===== config.mk =====
export PLATFORM = sky130hd
export DESIGN_NAME = button_debounce_press_detector_core_flat
export DESIGN_NICKNAME = d
export VERILOG_FILES = /design/src/rtl/core/bdpd_pkg.sv /design/src/rtl/core/bdpd_item_if.sv /design/src/rtl/core/bdpd_result_if.sv /design/src/rtl/core/bdpd_cfg_regs.sv /design/src/rtl/core/bdpd_state_mem.sv /design/src/rtl/core/bdpd_update.sv /design/src/rtl/core/button_debounce_press_detector_core.sv /design/src/flat_wrapper.sv
export SDC_FILE = /design/constraint.sdc
export NUM_CORES = 1
export LEC_CHECK = 0
export BUFFER_PORTS_ARGS = -buffer_cell sky130_fd_sc_hd__buf_2
export CORE_AREA = 3 3 177 179
export CTS_CLUSTER_DIAMETER = 150
export DETAILED_ROUTE_END_ITERATION = 12
export DIE_AREA = 0 0 180 182
export PLACE_DENSITY = 0.64
export RECOVER_POWER = 100
export SLEW_MARGIN = 20
export SYNTH_ARGS = -nofsm -noshare
export SYNTH_HDL_FRONTEND = slang
export SYNTH_SLANG_ARGS = --single-unit
export TNS_END_PERCENT = 30

===== constraint.sdc =====
create_clock -name clk -period 5.6 [get_ports clk]
set_input_delay 1.12 -clock clk [delete_from_list [all_inputs] [get_ports clk]]
set_output_delay 1.12 -clock clk [all_outputs]
set_load 0.05 [all_outputs]

===== src/rtl/core/bdpd_pkg.sv =====
`default_nettype none
package bdpd_pkg;

	// Sizes of the configuration port
	localparam int CFG_IDX_W  = 3;
	localparam int CFG_DATA_W = 16;

	// Default number of buttons
	localparam int NUM_BUTTONS_DEF = 4;

	// Register indexes on the configuration port
	localparam logic [CFG_IDX_W-1:0] REG_TICK_PERIOD         = 3'd0;
	localparam logic [CFG_IDX_W-1:0] REG_LONG_PRESS_TIME     = 3'd1;
	localparam logic [CFG_IDX_W-1:0] REG_DOUBLE_CLICK_WINDOW = 3'd2;
	localparam logic [CFG_IDX_W-1:0] REG_DOUBLE_CLICK_ENABLE = 3'd3;
	localparam logic [CFG_IDX_W-1:0] REG_PRESSED_LEVEL       = 3'd4;

	// Register values after reset
	localparam logic [7:0]  RST_TICK_PERIOD         = 8'd10;
	localparam logic [15:0] RST_LONG_PRESS_TIME     = 16'd1000;
	localparam logic [15:0] RST_DOUBLE_CLICK_WINDOW = 16'd300;
	localparam logic        RST_DOUBLE_CLICK_ENABLE = 1'b1;
	localparam logic        RST_PRESSED_LEVEL       = 1'b0;

	// Function codes of an input item
	localparam logic FUNC_TICK  = 1'b0;
	localparam logic FUNC_CLEAR = 1'b1;

	// Saturation limit of the click counter
	localparam logic [1:0] CLICKS_MAX = 2'd3;
	localparam logic [1:0] CLICKS_ONE = 2'd1;
	localparam logic [1:0] CLICKS_TWO = 2'd2;

	typedef struct packed {
		logic [7:0]  tick_period;
		logic [15:0] long_press_time;
		logic [15:0] double_click_window;
		logic        double_click_enable;
		logic        pressed_level;
	} cfg_t;

	typedef struct packed {
		logic        older_sample;
		logic        newer_sample;
		logic        stable_level;
		logic        previous_stable;
		logic        press_seen;
		logic        held_long;
		logic [15:0] hold_countdown;
		logic [1:0]  clicks;
		logic        click_counted;
		logic [15:0] release_countdown;
		logic        double_seen;
	} btn_state_t;

	typedef struct packed {
		logic stable_pressed;
		logic press_flag;
		logic long_press_flag;
		logic double_click_flag;
	} flags_t;

	// Button state after reset: idle level is the inverse of the reset pressed level
	localparam btn_state_t RST_BTN_STATE = '{
		older_sample:      ~RST_PRESSED_LEVEL,
		newer_sample:      ~RST_PRESSED_LEVEL,
		stable_level:      ~RST_PRESSED_LEVEL,
		previous_stable:   ~RST_PRESSED_LEVEL,
		press_seen:        1'b0,
		held_long:         1'b0,
		hold_countdown:    RST_LONG_PRESS_TIME,
		clicks:            2'd0,
		click_counted:     1'b0,
		release_countdown: RST_DOUBLE_CLICK_WINDOW,
		double_seen:       1'b0
	};

endpackage
`default_nettype wire


===== src/rtl/core/bdpd_item_if.sv =====
`default_nettype none
interface bdpd_item_if;
	logic       valid;
	logic       ready;
	logic       func;
	logic [1:0] button;
	logic       pin_level;

	modport source (output valid, output func, output button, output pin_level, input ready);
	modport sink (input valid, input func, input button, input pin_level, output ready);
endinterface
`default_nettype wire


===== src/rtl/core/bdpd_result_if.sv =====
`default_nettype none
interface bdpd_result_if;
	logic       valid;
	logic       ready;
	logic [1:0] button_id;
	logic       stable_pressed;
	logic       press_flag;
	logic       long_press_flag;
	logic       double_click_flag;

	modport source (output valid, output button_id, output stable_pressed, output press_flag,
		output long_press_flag, output double_click_flag, input ready);
	modport sink (input valid, input button_id, input stable_pressed, input press_flag,
		input long_press_flag, input double_click_flag, output ready);
endinterface
`default_nettype wire


===== src/rtl/core/bdpd_cfg_regs.sv =====
`default_nettype none
module bdpd_cfg_regs (
	input  wire logic                           clk,
	input  wire logic                           arst_n,
	input  wire logic                           wr_en,
	input  wire logic [bdpd_pkg::CFG_IDX_W-1:0]  wr_index,
	input  wire logic [bdpd_pkg::CFG_DATA_W-1:0] wr_data,
	output bdpd_pkg::cfg_t                      cfg
);
	import bdpd_pkg::*;

	cfg_t cfg_q;

	// Load the addressed register; drop writes beyond the register list
	always_ff @(posedge clk or negedge arst_n) begin
		if (!arst_n) begin
			cfg_q.tick_period         <= RST_TICK_PERIOD;
			cfg_q.long_press_time     <= RST_LONG_PRESS_TIME;
			cfg_q.double_click_window <= RST_DOUBLE_CLICK_WINDOW;
			cfg_q.double_click_enable <= RST_DOUBLE_CLICK_ENABLE;
			cfg_q.pressed_level       <= RST_PRESSED_LEVEL;
		end else if (wr_en) begin
			unique case (wr_index)
				REG_TICK_PERIOD:         cfg_q.tick_period         <= wr_data[7:0];
				REG_LONG_PRESS_TIME:     cfg_q.long_press_time     <= wr_data[15:0];
				REG_DOUBLE_CLICK_WINDOW: cfg_q.double_click_window <= wr_data[15:0];
				REG_DOUBLE_CLICK_ENABLE: cfg_q.double_click_enable <= wr_data[0];
				REG_PRESSED_LEVEL:       cfg_q.pressed_level       <= wr_data[0];
				default: ;
			endcase
		end
	end

	assign cfg = cfg_q;
endmodule
`default_nettype wire


===== src/rtl/core/bdpd_state_mem.sv =====
`default_nettype none
module bdpd_state_mem #(
	parameter int DEPTH  = bdpd_pkg::NUM_BUTTONS_DEF,
	parameter int ADDR_W = (DEPTH > 1) ? $clog2(DEPTH) : 1
) (
	input  wire logic                clk,
	input  wire logic                arst_n,
	input  wire logic                rd_en,
	input  wire logic [ADDR_W-1:0]   rd_addr,
	output bdpd_pkg::btn_state_t     rd_data,
	input  wire logic                wr_en,
	input  wire logic [ADDR_W-1:0]   wr_addr,
	input  wire bdpd_pkg::btn_state_t wr_data
);
	import bdpd_pkg::*;

	btn_state_t          mem [DEPTH];
	logic [DEPTH-1:0]    valid_q;
	btn_state_t          rd_q;
	logic                rd_valid_q;
	logic                fwd_hit_q;
	btn_state_t          fwd_data_q;

	// Write back updated state
	always_ff @(posedge clk) begin
		if (wr_en) begin
			mem[wr_addr] <= wr_data;
		end
	end

	// Mark entries written since reset
	always_ff @(posedge clk or negedge arst_n) begin
		if (!arst_n) begin
			valid_q <= '0;
		end else if (wr_en) begin
			valid_q[wr_addr] <= 1'b1;
		end
	end

	// Registered read; capture a write to the same entry on the same edge
	always_ff @(posedge clk) begin
		if (rd_en) begin
			rd_q       <= mem[rd_addr];
			fwd_data_q <= wr_data;
		end
	end

	always_ff @(posedge clk or negedge arst_n) begin
		if (!arst_n) begin
			rd_valid_q <= 1'b0;
			fwd_hit_q  <= 1'b0;
		end else if (rd_en) begin
			rd_valid_q <= valid_q[rd_addr];
			fwd_hit_q  <= wr_en && (wr_addr == rd_addr);
		end
	end

	// Forward the colliding write, else stored data, else the reset state
	always_comb begin
		if (fwd_hit_q) begin
			rd_data = fwd_data_q;
		end else if (rd_valid_q) begin
			rd_data = rd_q;
		end else begin
			rd_data = RST_BTN_STATE;
		end
	end
endmodule
`default_nettype wire


===== src/rtl/core/bdpd_update.sv =====
`default_nettype none
module bdpd_update (
	input  wire bdpd_pkg::cfg_t       cfg,
	input  wire bdpd_pkg::btn_state_t cur,
	input  wire logic                 func,
	input  wire logic                 pin_level,
	output bdpd_pkg::btn_state_t      nxt,
	output bdpd_pkg::flags_t          flags
);
	import bdpd_pkg::*;

	logic [15:0] tick_ext;
	logic [15:0] hold_dec;
	logic [15:0] rel_dec;
	logic        stable;
	logic [1:0]  clicks_inc;

	// Saturating countdowns
	assign tick_ext = {8'd0, cfg.tick_period};
	assign hold_dec = (cur.hold_countdown > tick_ext) ? (cur.hold_countdown - tick_ext) : 16'd0;
	assign rel_dec  = (cur.release_countdown > tick_ext) ?
		(cur.release_countdown - tick_ext) : 16'd0;

	// Stable level follows the pin once two samples agree
	assign stable = (pin_level == cur.newer_sample) ? pin_level : cur.stable_level;

	always_comb begin
		clicks_inc = cur.clicks;
		if (!cur.click_counted && (cur.clicks != CLICKS_MAX)) begin
			clicks_inc = cur.clicks + 2'd1;
		end
	end

	// Next button state
	always_comb begin
		nxt = cur;
		if (func == FUNC_CLEAR) begin
			nxt.press_seen = 1'b0;
		end else begin
			nxt.older_sample    = cur.newer_sample;
			nxt.newer_sample    = pin_level;
			nxt.stable_level    = stable;
			nxt.previous_stable = stable;
			if (stable == cfg.pressed_level) begin
				if (cur.previous_stable != stable) begin
					nxt.press_seen = 1'b1;
				end
				if (cur.hold_countdown != 16'd0) begin
					nxt.hold_countdown = hold_dec;
				end else begin
					nxt.held_long = 1'b1;
				end
				if (cfg.double_click_enable) begin
					nxt.click_counted     = 1'b1;
					nxt.release_countdown = cfg.double_click_window;
					if (clicks_inc == CLICKS_TWO) begin
						nxt.double_seen = 1'b1;
						nxt.clicks      = 2'd0;
					end else begin
						nxt.clicks = clicks_inc;
					end
				end
			end else begin
				nxt.hold_countdown = cfg.long_press_time;
				nxt.press_seen     = 1'b0;
				nxt.held_long      = 1'b0;
				if (cfg.double_click_enable) begin
					nxt.click_counted = 1'b0;
					nxt.double_seen   = 1'b0;
					if (cur.clicks == CLICKS_ONE) begin
						nxt.release_countdown = rel_dec;
						if (rel_dec == 16'd0) begin
							nxt.clicks = 2'd0;
						end
					end
				end
			end
		end
	end

	// Report flags as they stand after the item
	assign flags.stable_pressed    = (nxt.stable_level == cfg.pressed_level);
	assign flags.press_flag        = nxt.press_seen;
	assign flags.long_press_flag   = nxt.held_long;
	assign flags.double_click_flag = cfg.double_click_enable && nxt.double_seen;
endmodule
`default_nettype wire


===== src/rtl/core/button_debounce_press_detector_core.sv =====
`default_nettype none
// Button debounce and press detector for up to NUM_BUTTONS buttons.
// Channel item: one transaction per sample tick (func tick, button, raw pin
// level) or clear command (func clear, button) that drops the press flag.
// Channel result: one transaction per item with button_id, the debounced
// pressed level and the press, long-press and double-click flags, in item order.
// Buttons at or beyond NUM_BUTTONS return zero flags and change nothing.
// Flow: the state memory read is registered when the item is taken; the
// update, write-back and result register load follow once the update stage
// advances, and the result is then offered from the result register.
// Throughput: one item per cycle, any button mix, unless results stall; a write
// to the entry read is forwarded; back-to-back ticks on one button are exact.
// Configuration: plain write port, registers take effect on the next item.
// Reset: registers return to defaults and every button reads its reset state
// until first written; no clearing pass is needed, items are taken at once.
// Stall: when result is not taken, the result register holds, the update
// stage holds one more item, and item ready drops until the result drains.
module button_debounce_press_detector_core #(
	parameter int NUM_BUTTONS = bdpd_pkg::NUM_BUTTONS_DEF
) (
	input  wire logic                           clk,
	input  wire logic                           arst_n,
	bdpd_item_if.sink                           item,
	bdpd_result_if.source                       result,
	input  wire logic                           wr_en,
	input  wire logic [bdpd_pkg::CFG_IDX_W-1:0]  wr_index,
	input  wire logic [bdpd_pkg::CFG_DATA_W-1:0] wr_data
);
	import bdpd_pkg::*;

	localparam int ADDR_W = (NUM_BUTTONS > 1) ? $clog2(NUM_BUTTONS) : 1;

	cfg_t        cfg;
	btn_state_t  rd_state;
	btn_state_t  nxt_state;
	flags_t      flags;

	logic        accept;
	logic        adv;
	logic        valid_s1;
	logic        func_s1;
	logic [1:0]  button_s1;
	logic        pin_s1;
	logic        in_range_s1;
	logic        mem_wr_en;

	logic        out_valid_q;
	logic [1:0]  out_button_q;
	flags_t      out_flags_q;

	bdpd_cfg_regs u_cfg (
		.clk      (clk),
		.arst_n   (arst_n),
		.wr_en    (wr_en),
		.wr_index (wr_index),
		.wr_data  (wr_data),
		.cfg      (cfg)
	);

	// Handshake: the update stage moves when the result register is free
	assign adv        = !out_valid_q || result.ready;
	assign item.ready = !valid_s1 || adv;
	assign accept     = item.valid && item.ready;
	assign mem_wr_en  = valid_s1 && adv && in_range_s1;

	bdpd_state_mem #(
		.DEPTH  (NUM_BUTTONS),
		.ADDR_W (ADDR_W)
	) u_mem (
		.clk     (clk),
		.arst_n  (arst_n),
		.rd_en   (accept),
		.rd_addr (ADDR_W'(item.button)),
		.rd_data (rd_state),
		.wr_en   (mem_wr_en),
		.wr_addr (ADDR_W'(button_s1)),
		.wr_data (nxt_state)
	);

	// Update stage: hold the item while its state is read
	always_ff @(posedge clk or negedge arst_n) begin
		if (!arst_n) begin
			valid_s1 <= 1'b0;
		end else if (item.ready) begin
			valid_s1 <= item.valid;
		end
	end

	always_ff @(posedge clk) begin
		if (accept) begin
			func_s1     <= item.func;
			button_s1   <= item.button;
			pin_s1      <= item.pin_level;
			in_range_s1 <= (32'(item.button) < NUM_BUTTONS);
		end
	end

	bdpd_update u_upd (
		.cfg       (cfg),
		.cur       (rd_state),
		.func      (func_s1),
		.pin_level (pin_s1),
		.nxt       (nxt_state),
		.flags     (flags)
	);

	// Result register
	always_ff @(posedge clk or negedge arst_n) begin
		if (!arst_n) begin
			out_valid_q <= 1'b0;
		end else if (adv) begin
			out_valid_q <= valid_s1;
		end
	end

	always_ff @(posedge clk) begin
		if (valid_s1 && adv) begin
			out_button_q <= button_s1;
			out_flags_q  <= in_range_s1 ? flags : '0;
		end
	end

	assign result.valid             = out_valid_q;
	assign result.button_id         = out_button_q;
	assign result.stable_pressed    = out_flags_q.stable_pressed;
	assign result.press_flag        = out_flags_q.press_flag;
	assign result.long_press_flag   = out_flags_q.long_press_flag;
	assign result.double_click_flag = out_flags_q.double_click_flag;
endmodule
`default_nettype wire

===== src/flat_wrapper.sv =====
// flat-port wrapper written by rule: the top's interface ports become plain ports
module button_debounce_press_detector_core_flat import bdpd_pkg::*;
#(
	parameter int NUM_BUTTONS = bdpd_pkg::NUM_BUTTONS_DEF
)
  (clk, arst_n, wr_en, wr_index, wr_data, item_valid, item_func, item_button, item_pin_level, item_ready, result_valid, result_button_id, result_stable_pressed, result_press_flag, result_long_press_flag, result_double_click_flag, result_ready);
  bdpd_item_if item_i ();
  bdpd_result_if result_i ();
  input  wire logic clk;
  input  wire logic arst_n;
  input  wire logic wr_en;
  input  wire logic [bdpd_pkg::CFG_IDX_W-1:0] wr_index;
  input  wire logic [bdpd_pkg::CFG_DATA_W-1:0] wr_data;
  input wire logic [$bits(item_i.valid)-1:0] item_valid;
  input wire logic [$bits(item_i.func)-1:0] item_func;
  input wire logic [$bits(item_i.button)-1:0] item_button;
  input wire logic [$bits(item_i.pin_level)-1:0] item_pin_level;
  output wire logic [$bits(item_i.ready)-1:0] item_ready;
  output wire logic [$bits(result_i.valid)-1:0] result_valid;
  output wire logic [$bits(result_i.button_id)-1:0] result_button_id;
  output wire logic [$bits(result_i.stable_pressed)-1:0] result_stable_pressed;
  output wire logic [$bits(result_i.press_flag)-1:0] result_press_flag;
  output wire logic [$bits(result_i.long_press_flag)-1:0] result_long_press_flag;
  output wire logic [$bits(result_i.double_click_flag)-1:0] result_double_click_flag;
  input wire logic [$bits(result_i.ready)-1:0] result_ready;
  assign item_i.valid = item_valid;
  assign item_i.func = item_func;
  assign item_i.button = item_button;
  assign item_i.pin_level = item_pin_level;
  assign item_ready = item_i.ready;
  assign result_valid = result_i.valid;
  assign result_button_id = result_i.button_id;
  assign result_stable_pressed = result_i.stable_pressed;
  assign result_press_flag = result_i.press_flag;
  assign result_long_press_flag = result_i.long_press_flag;
  assign result_double_click_flag = result_i.double_click_flag;
  assign result_i.ready = result_ready;
  button_debounce_press_detector_core #(.NUM_BUTTONS(NUM_BUTTONS)) u_core (.clk(clk), .arst_n(arst_n), .item(item_i), .result(result_i), .wr_en(wr_en), .wr_index(wr_index), .wr_data(wr_data));
endmodule

## Yosys cells after proc, flatten, opt, wreduce, memory -nomap -nowiden

Memory sizes are Yosys's and may differ from the RTL's. A register that Yosys moved wholly into a read port is not among the register bits.
Index checks and enable logic that the tools add are counted.

| word-level totals | value |
|---|---|
| register bits after elaboration | 102 |
| memory bits (writable) | 168 |
| input bits | 28 |
| output and inout port bits | 8 |
| logic and storage cells | 96 |
| memories kept | 1 |

Memories:

| name | depth | bits a word | read ports | clocked after memory_dff | write ports | RTL line | source |
|---|---|---|---|---|---|---|---|
| u_core.u_mem.mem | 4 | 42 | 1 | 1 | 1 | bdpd_state_mem.sv:17 | `btn_state_t mem [DEPTH];` |

| operators by class | value |
|---|---|
| add/subtract/negate cells | 3 |
| $lt $le $gt $ge | 5 |
| equal/unequal tests | 12 |
| muxes and demuxes | 26 |
| bitwise operators | 1 |
| reductions and logical operators | 19 |

Operator list:

| operator | number |
|---|---|
| $mux W42 | 2 |
| $mux W16 | 4 |
| $mux W20 | 2 |
| $mux W38 | 1 |
| $mux W37 | 1 |
| $gt A16 B8 Y1 | 2 |
| $sub A16 B8 Y16 | 2 |
| $logic_not A16 Y1 | 1 |
| $reduce_bool A16 Y1 | 1 |
| $reduce_and A2 Y1 | 5 |
| $mux W1 | 9 |
| $mux W2 | 4 |
| $eq A3 B2 Y1 const B | 2 |
| $logic_and A1 B1 Y1 | 6 |
| $lt A2 B3 Y1 const B | 2 |
| $mux W4 | 1 |
| $or A4 B4 Y4 | 1 |
| $eq A1 B1 Y1 | 3 |
| $eq A3 B1 Y1 const B | 1 |
| $eq A3 B3 Y1 const B | 1 |
| $logic_not A1 Y1 | 3 |
| $logic_not A3 Y1 | 1 |
| $add A2 B1 Y2 const B | 1 |
| $bmux W1 S2 | 1 |
| 8 further kinds | 9 |

## Depth between registers and ports, before layout

| logic depth | value |
|---|---|
| depth after elaboration | 11 |
| mapped depth | 16 |
| depth with buffers taken out | 13 |

## Modules after synthesis

Synthesis repeated with hierarchy kept, for this count alone.

| unflattened totals | value |
|---|---|
| cell total of the unflattened synthesis | 840 |
| area total of the unflattened synthesis | 13633.1 um^2 |

Modules (own cells, without submodules):

| module | times used | cells an instance | area each (um^2) | sequential area each (um^2) |
|---|---|---|---|---|
| bdpd_state_mem | 1 | 384 | 9344.0 | 7717.4 |
| bdpd_update | 1 | 345 | 2222.1 | 0.0 |
| bdpd_cfg_regs | 1 | 93 | 1662.8 | 1067.3 |
| button_debounce_press_detector_core | 1 | 18 | 404.1 | 350.3 |

## Worst setup path before layout

OpenSTA, ideal clock, no wires.

| path | value |
|---|---|
| path kind | input-to-reg |
| from | input port result_ready |
| to | memory u_core.u_mem.mem[1][0] (netlist bit), enable pin |
| library setup time | 0.500 ns |
| arrival time | 4.395 ns |
| required time | 5.100 ns |
| setup slack | 0.705 ns |
| cell stages on the path | 3 |
| path buffers | 0 |
| cells stage by stage | nand2b_1 nand2_1 nor3b_1 |

| between the ends | value |
|---|---|
| longest elaborated chain between the ends | 4 |

Ends and longest elaborated chain:

| item | RTL line | source |
|---|---|---|
| start, declared | flat_wrapper.sv:25 | `input wire logic [$bits(result_i.ready)-1:0] result_ready;` |
| $logic_or A1 B1 Y1 | button_debounce_press_detector_core.sv:61 | `assign adv = !out_valid_q \|\| result.ready;` |
| $logic_and A1 B1 Y1 | button_debounce_press_detector_core.sv:64 | `assign mem_wr_en = valid_s1 && adv && in_range_s1;` |
| $mux W1 | bdpd_state_mem.sv:26 | `if (wr_en) begin` |
| $mux W1 (not written as such) | bdpd_state_mem.sv:27 | `mem[wr_addr] <= wr_data;` |
| end, declared | bdpd_state_mem.sv:17 |  |

No other way between the ends.

## Worst setup path after layout

| path | value |
|---|---|
| from | input port result_ready |
| to | memory u_core.u_mem.mem[2][7] (netlist bit), enable pin |

| between the ends | value |
|---|---|
| longest elaborated chain between the ends | 4 |

Ends and longest elaborated chain:

| item | RTL line | source |
|---|---|---|
| $logic_or A1 B1 Y1 | button_debounce_press_detector_core.sv:61 |  |
| $logic_and A1 B1 Y1 | button_debounce_press_detector_core.sv:64 |  |
| net u_core.mem_wr_en | button_debounce_press_detector_core.sv:45 | `logic mem_wr_en;` |
| $mux W1 | bdpd_state_mem.sv:26 |  |
| $mux W1 (not written as such) | bdpd_state_mem.sv:27 |  |

The timed path passes the listed nets, and every way through them passes these cells.

==> impl_results.html <==
<table>
<tr><th>Metric</th><th>Value</th></tr>
<tr><th colspan="2">CTS</th></tr>
<tr><td>Maximum number of buffers from clock root to sink</td><td>3</td></tr>
<tr><td>Maximum level of the CTS H-tree</td><td>2</td></tr>
<tr><td>Setup Buffers After CTS</td><td>0</td></tr>
<tr><td>Number of hold buffers added after CTS</td><td>0</td></tr>
<tr><td>Clock Tree Root</td><td>sky130_fd_sc_hd__clkbuf_16</td></tr>
<tr><td>Clock tree from TritonCTS</td><td>yes</td></tr>
<tr><td>Number of sinks on the clock net</td><td>306</td></tr>
<tr><td>Clock latency of the later-clocked register in the worst-skew pair</td><td>0.52 ns</td></tr>
<tr><td>Clock transition time at the flip-flop clock pins of the worst setup and hold paths</td><td>0.06 ns</td></tr>
<tr><td>CTS-repair resized insts</td><td>0</td></tr>
<tr><td>Number of buffers created by CTS</td><td>35</td></tr>
<tr><th colspan="2">Hold path</th></tr>
<tr><td>Min-Delay Path Class</td><td>reg2reg</td></tr>
<tr><td>Worst hold path endpoint</td><td>u_core.u_mem.valid_q[2]</td></tr>
<tr><td>Min-Delay Startpoint</td><td>u_core.u_mem.valid_q[2]</td></tr>
<tr><td>Worst hold path cell count</td><td>1</td></tr>
<tr><th colspan="2">Logic synthesis</th></tr>
<tr><td>Distinct cell type count of the synthesized netlist</td><td>78</td></tr>
<tr><td>Largest cells by area after synthesis</td><td>sky130_fd_sc_hd__edfxtp_1 (57%), sky130_fd_sc_hd__mux4_2 (7.1%), sky130_fd_sc_hd__dfrtp_1 (6.9%)</td></tr>
<tr><td>Net count after synthesis</td><td>921</td></tr>
<tr><td>Synth Cell Area</td><td>13400 µm²</td></tr>
<tr><td>Number of synthesized register bits</td><td>306</td></tr>
<tr><td>Cell type with the highest aggregate area in the netlist</td><td>sky130_fd_sc_hd__edfxtp_1</td></tr>
<tr><td>Number of instances in the synthesized netlist</td><td>873</td></tr>
<tr><td>Share of synthesized flip-flops with an asynchronous set or reset</td><td>0.163</td></tr>
<tr><td>Flip-flop cell with the highest count after synthesis</td><td>sky130_fd_sc_hd__edfxtp_1</td></tr>
<tr><td>Proportion of netlist area held by the largest area contributor</td><td>0.574</td></tr>
<tr><td>Portion of the post-synthesis area used by sequential elements</td><td>0.669</td></tr>
<tr><td>Count of yosys warnings during synthesis</td><td>0</td></tr>
<tr><td>Number of enable flip-flop cells after synthesis</td><td>256</td></tr>
<tr><td>Cell with the most instances after synthesis</td><td>sky130_fd_sc_hd__edfxtp_1</td></tr>
<tr><td>Per-instance average area after synthesis</td><td>15.3 µm²</td></tr>
<tr><td>Commonest cells post-synth</td><td>sky130_fd_sc_hd__edfxtp_1 (256), sky130_fd_sc_hd__nand2_1 (56), sky130_fd_sc_hd__mux4_2 (42)</td></tr>
<tr><th colspan="2">Outcome</th></tr>
<tr><td>Outcome</td><td>finished, violations left</td></tr>
<tr><td>Violated checks</td><td>capacitance limit, slew limit</td></tr>
<tr><th colspan="2">Setup path</th></tr>
<tr><td>Count of buffering cells on the critical path with inverters included</td><td>3</td></tr>
<tr><td>Delay of the slowest critical-path stage</td><td>1.65 ns</td></tr>
<tr><td>Data arrival at the endpoint of the critical path</td><td>4.70 ns</td></tr>
<tr><td>CP endpoint kind</td><td>flip-flop</td></tr>
<tr><td>Depth of the most critical reg-to-reg path</td><td>13</td></tr>
<tr><td>Worst setup slack for register-to-register paths</td><td>1.17 ns</td></tr>
<tr><td>Maximum fanout along the worst path</td><td>22</td></tr>
<tr><td>Setup crit start kind</td><td>primary input</td></tr>
<tr><td>Setup CP Type</td><td>in2reg</td></tr>
<tr><td>End of the worst register-to-register path</td><td>u_core.u_mem.fwd_data_q[15]</td></tr>
<tr><td>Cell mode on critical path</td><td>sky130_fd_sc_hd__nand2_1</td></tr>
<tr><td>Cell-by-cell trace of the critical path</td><td>buf_2 -&gt; nand2b_1 -&gt; nand2_1 -&gt; inv_1 -&gt; nand2_1 -&gt; nor2_1 -&gt; clkbuf_1</td></tr>
<tr><td>Data required time at the worst endpoint</td><td>5.71 ns</td></tr>
<tr><td>R2r startpoint</td><td>u_core.u_mem.fwd_hit_q</td></tr>
<tr><td>Master of the slowest instance on the critical path</td><td>sky130_fd_sc_hd__nor2_1</td></tr>
<tr><td>Crit-path leading delay family</td><td>simple AND/OR/NAND/NOR gates</td></tr>
<tr><th colspan="2">Routing</th></tr>
<tr><td>DRT antenna net count</td><td>0</td></tr>
<tr><td>DRT Wirelength</td><td>31.4 mm</td></tr>
<tr><td>Via density</td><td>5.93</td></tr>
<tr><td>WL/cell</td><td>23.4 µm</td></tr>
<tr><td>First DRT Iteration DRCs</td><td>757</td></tr>
<tr><td>DRT Pass-1 Iters</td><td>5</td></tr>
<tr><td>Residual DRC count</td><td>0</td></tr>
<tr><td>Total vias in the final route</td><td>7942</td></tr>
<tr><th colspan="2">Global routing</th></tr>
<tr><td>Vias in the first global route</td><td>8189</td></tr>
<tr><td>Global-route wire length before repair</td><td>48.9 mm</td></tr>
<tr><td>Aggregate global-route resource usage</td><td>0.193</td></tr>
<tr><td>Largest net degree at the start of global routing</td><td>51</td></tr>
<tr><td>Number of antenna violations at the first check in global routing</td><td>0</td></tr>
<tr><td>Congestion Overflow GR</td><td>0</td></tr>
<tr><th colspan="2">Pwr</th></tr>
<tr><td>Relative contribution of the clock network to total power</td><td>0.351</td></tr>
<tr><td>Switching component of the power</td><td>1.83 mW</td></tr>
<tr><td>Power Internal</td><td>4.77 mW</td></tr>
<tr><td>Switching part of the total</td><td>0.278</td></tr>
<tr><td>Combinational share of power</td><td>0.194</td></tr>
<tr><td>Worst vdd rail ir drop</td><td>0.000397 V</td></tr>
<tr><td>Total power</td><td>6.60 mW</td></tr>
<tr><td>Static Leak</td><td>5.24 nW</td></tr>
<tr><td>Register share of total power</td><td>0.455</td></tr>
<tr><td>Power per cell area</td><td>436 nW/µm²</td></tr>
<tr><th colspan="2">Place</th></tr>
<tr><td>Area after DPL</td><td>14100 µm²</td></tr>
<tr><td>Count of buffers inserted at the top-level ports</td><td>35</td></tr>
<tr><td>Cell Count Post-Placement</td><td>1277</td></tr>
<tr><td>HPWL after DPL</td><td>20.6 mm</td></tr>
<tr><td>Pre-CTS setup slack</td><td>1.26 ns</td></tr>
<tr><td>Global placement routability congestion</td><td>0.900</td></tr>
<tr><th colspan="2">Timing</th></tr>
<tr><td>Worst-margin pin slew</td><td>4.01 ns</td></tr>
<tr><td>Hold violation total from the final report</td><td>0</td></tr>
<tr><td>Max-slew violations</td><td>271</td></tr>
<tr><td>Post-Route Setup TNS</td><td>0 ns</td></tr>
<tr><td># setup viols final</td><td>0</td></tr>
<tr><td>Worst-case headroom to the max-slew limit</td><td>-1.68</td></tr>
<tr><td>RSZ-0062 raised after global routing</td><td>no</td></tr>
<tr><td>Fmax achieved</td><td>218 MHz</td></tr>
<tr><td>Fin worst setup slack</td><td>1.01 ns</td></tr>
<tr><td>Post-route clock skew</td><td>0.0193 ns</td></tr>
<tr><td>Clock period minus worst slack</td><td>4.59 ns</td></tr>
<tr><td>Hold Worst Slack</td><td>0.470 ns</td></tr>
<tr><td>Final period utilization</td><td>0.820</td></tr>
<tr><th colspan="2">Finish</th></tr>
<tr><td>Cell Count, Final, Fillers Out</td><td>1339</td></tr>
<tr><td>Total inserted antenna cells</td><td>0</td></tr>
<tr><td>Util after Layout</td><td>0.509</td></tr>
<tr><td>Summed area of non-filler cells in the final layout</td><td>15100 µm²</td></tr>
<tr><td>Total number of nets in the final design</td><td>972</td></tr>
<tr><td>Area added between synthesis and finish</td><td>13.1%</td></tr>
<tr><td>Fraction of final layout cells with drive strength greater than 1</td><td>0.197</td></tr>
<tr><th colspan="2">Floorplanning</th></tr>
<tr><td>IO Count</td><td>36</td></tr>
<tr><td>CORE AREA</td><td>29700 µm²</td></tr>
<tr><td>Placement row count</td><td>63</td></tr>
<tr><td>Die footprint</td><td>32800 µm²</td></tr>
<tr><td>Die Ht</td><td>182 µm</td></tr>
<tr><td>Initial standard-cell utilization of the core</td><td>0.450</td></tr>
<tr><td>Die Wd</td><td>180 µm</td></tr>
<tr><th colspan="2">Run</th></tr>
<tr><td>Max-capacitance violation count</td><td>7</td></tr>
</table>
## per-layer routing
metal  track usage  routed length (µm)
met2         0.306               14600
met1         0.281               14500
met5             0                   0
met3        0.0310                1690
met4        0.0470                 566
## power groups by stage
stage / clock network, mW / logic (mW) / registers, mW
after global routing: 2.47 / 1.42 / 3.03
after global placement: 0 / 1.27 / 3.04
final: 2.32 / 1.28 / 3.01
after floorplan: 0 / 0.912 / 3.01
after CTS: 2.37 / 1.29 / 3.00
after detailed placement: 0 / 1.28 / 3.04
## sequential cells by signal (all words and copies together) (netlist names), 2 cells and up
| register | flops |
|---|---|
| u_core.u_mem.fwd_data_q | 41 |
| u_core.result.button_id | 2 |
| u_core.u_cfg.cfg | 42 |
| u_core.u_mem.rd_q | 41 |
| u_core.button_s1 | 2 |
| u_core.u_mem.valid_q | 4 |
| u_core.u_mem.mem | 164 |
## cell usage in the layout (no fill, tap or decap), types with 7 or more instances in the layout
master and n:
sky130_fd_sc_hd__a21oi_1 32, sky130_fd_sc_hd__mux4_2 42, sky130_fd_sc_hd__clkbuf_16 38, sky130_fd_sc_hd__inv_1 30, sky130_fd_sc_hd__edfxtp_1 256, sky130_fd_sc_hd__clkbuf_1 29, sky130_fd_sc_hd__ha_1 18, sky130_fd_sc_hd__xnor2_1 13
sky130_fd_sc_hd__mux2_2 37, sky130_fd_sc_hd__a221o_1 7, sky130_fd_sc_hd__nor3_1 8, sky130_fd_sc_hd__a22oi_1 18, sky130_fd_sc_hd__nand2_1 56, sky130_fd_sc_hd__nor2_1 40, sky130_fd_sc_hd__o221ai_1 8, sky130_fd_sc_hd__dfrtp_1 37
sky130_fd_sc_hd__dfstp_2 13, sky130_fd_sc_hd__xor2_1 10, sky130_fd_sc_hd__buf_2 24, sky130_fd_sc_hd__a22o_1 10, sky130_fd_sc_hd__o21ai_0 39, sky130_fd_sc_hd__nand2b_1 8, sky130_fd_sc_hd__buf_4 7, sky130_fd_sc_hd__o22ai_1 7
sky130_fd_sc_hd__a2bb2oi_1 7, sky130_fd_sc_hd__nand3_1 12
## worst max-delay path by stage
stage / to / cells past startpoint / slack (ns) / start
final: u_core.u_mem.mem[2][7] / 7 / 1.01 / result_ready
after global routing: u_core.u_mem.rd_valid_q / 3 / 0.46 / item_button[0]
after CTS: u_core.u_mem.mem[3][24] / 10 / 1.22 / u_core.u_mem.fwd_hit_q
after detailed placement: u_core.u_mem.mem[3][21] / 10 / 1.26 / u_core.u_mem.fwd_hit_q
after global placement: u_core.u_mem.mem[2][18] / 10 / 1.36 / u_core.u_mem.fwd_hit_q
after floorplan: u_core.u_mem.mem[1][0] / 3 / 0.70 / result_ready
## cells by family after synthesis
logic type	share of synthesized area
muxes	0.104
AOI/OAI and AO/OA	0.0993
and+or+nand+nor	0.0694
buffers and inverters	0.0215
DFF	0.669
xor gates and xnor gates	0.0151
adders and majority gates	0.0213
## layout make-up
type,count,area (µm²)
Clock buffer,46,981
Clock inverter,16,195
Fill cell,2442,14600
Inverter,32,121
Multi-Input combinational cell,496,4140
Sequential cell,306,8950
Tap cell,390,488
Timing Repair Buffer,53,256
## worst reg2reg max path: stages (launching register included)
cell and delay, ns:
sky130_fd_sc_hd__dfrtp_1 0.76, sky130_fd_sc_hd__nor2b_1 0.22, sky130_fd_sc_hd__buf_4 0.28, sky130_fd_sc_hd__a22oi_1 0.33, sky130_fd_sc_hd__ha_1 0.23, sky130_fd_sc_hd__inv_1 0.05
sky130_fd_sc_hd__fa_1 0.44, sky130_fd_sc_hd__nand3_1 0.13, sky130_fd_sc_hd__a21oi_1 0.10, sky130_fd_sc_hd__nor3_1 0.42, sky130_fd_sc_hd__o2111ai_1 0.33, sky130_fd_sc_hd__nand3_1 0.34
sky130_fd_sc_hd__o21ai_0 0.13, sky130_fd_sc_hd__a221o_1 0.40
Power figures use the tool's default switching activity.
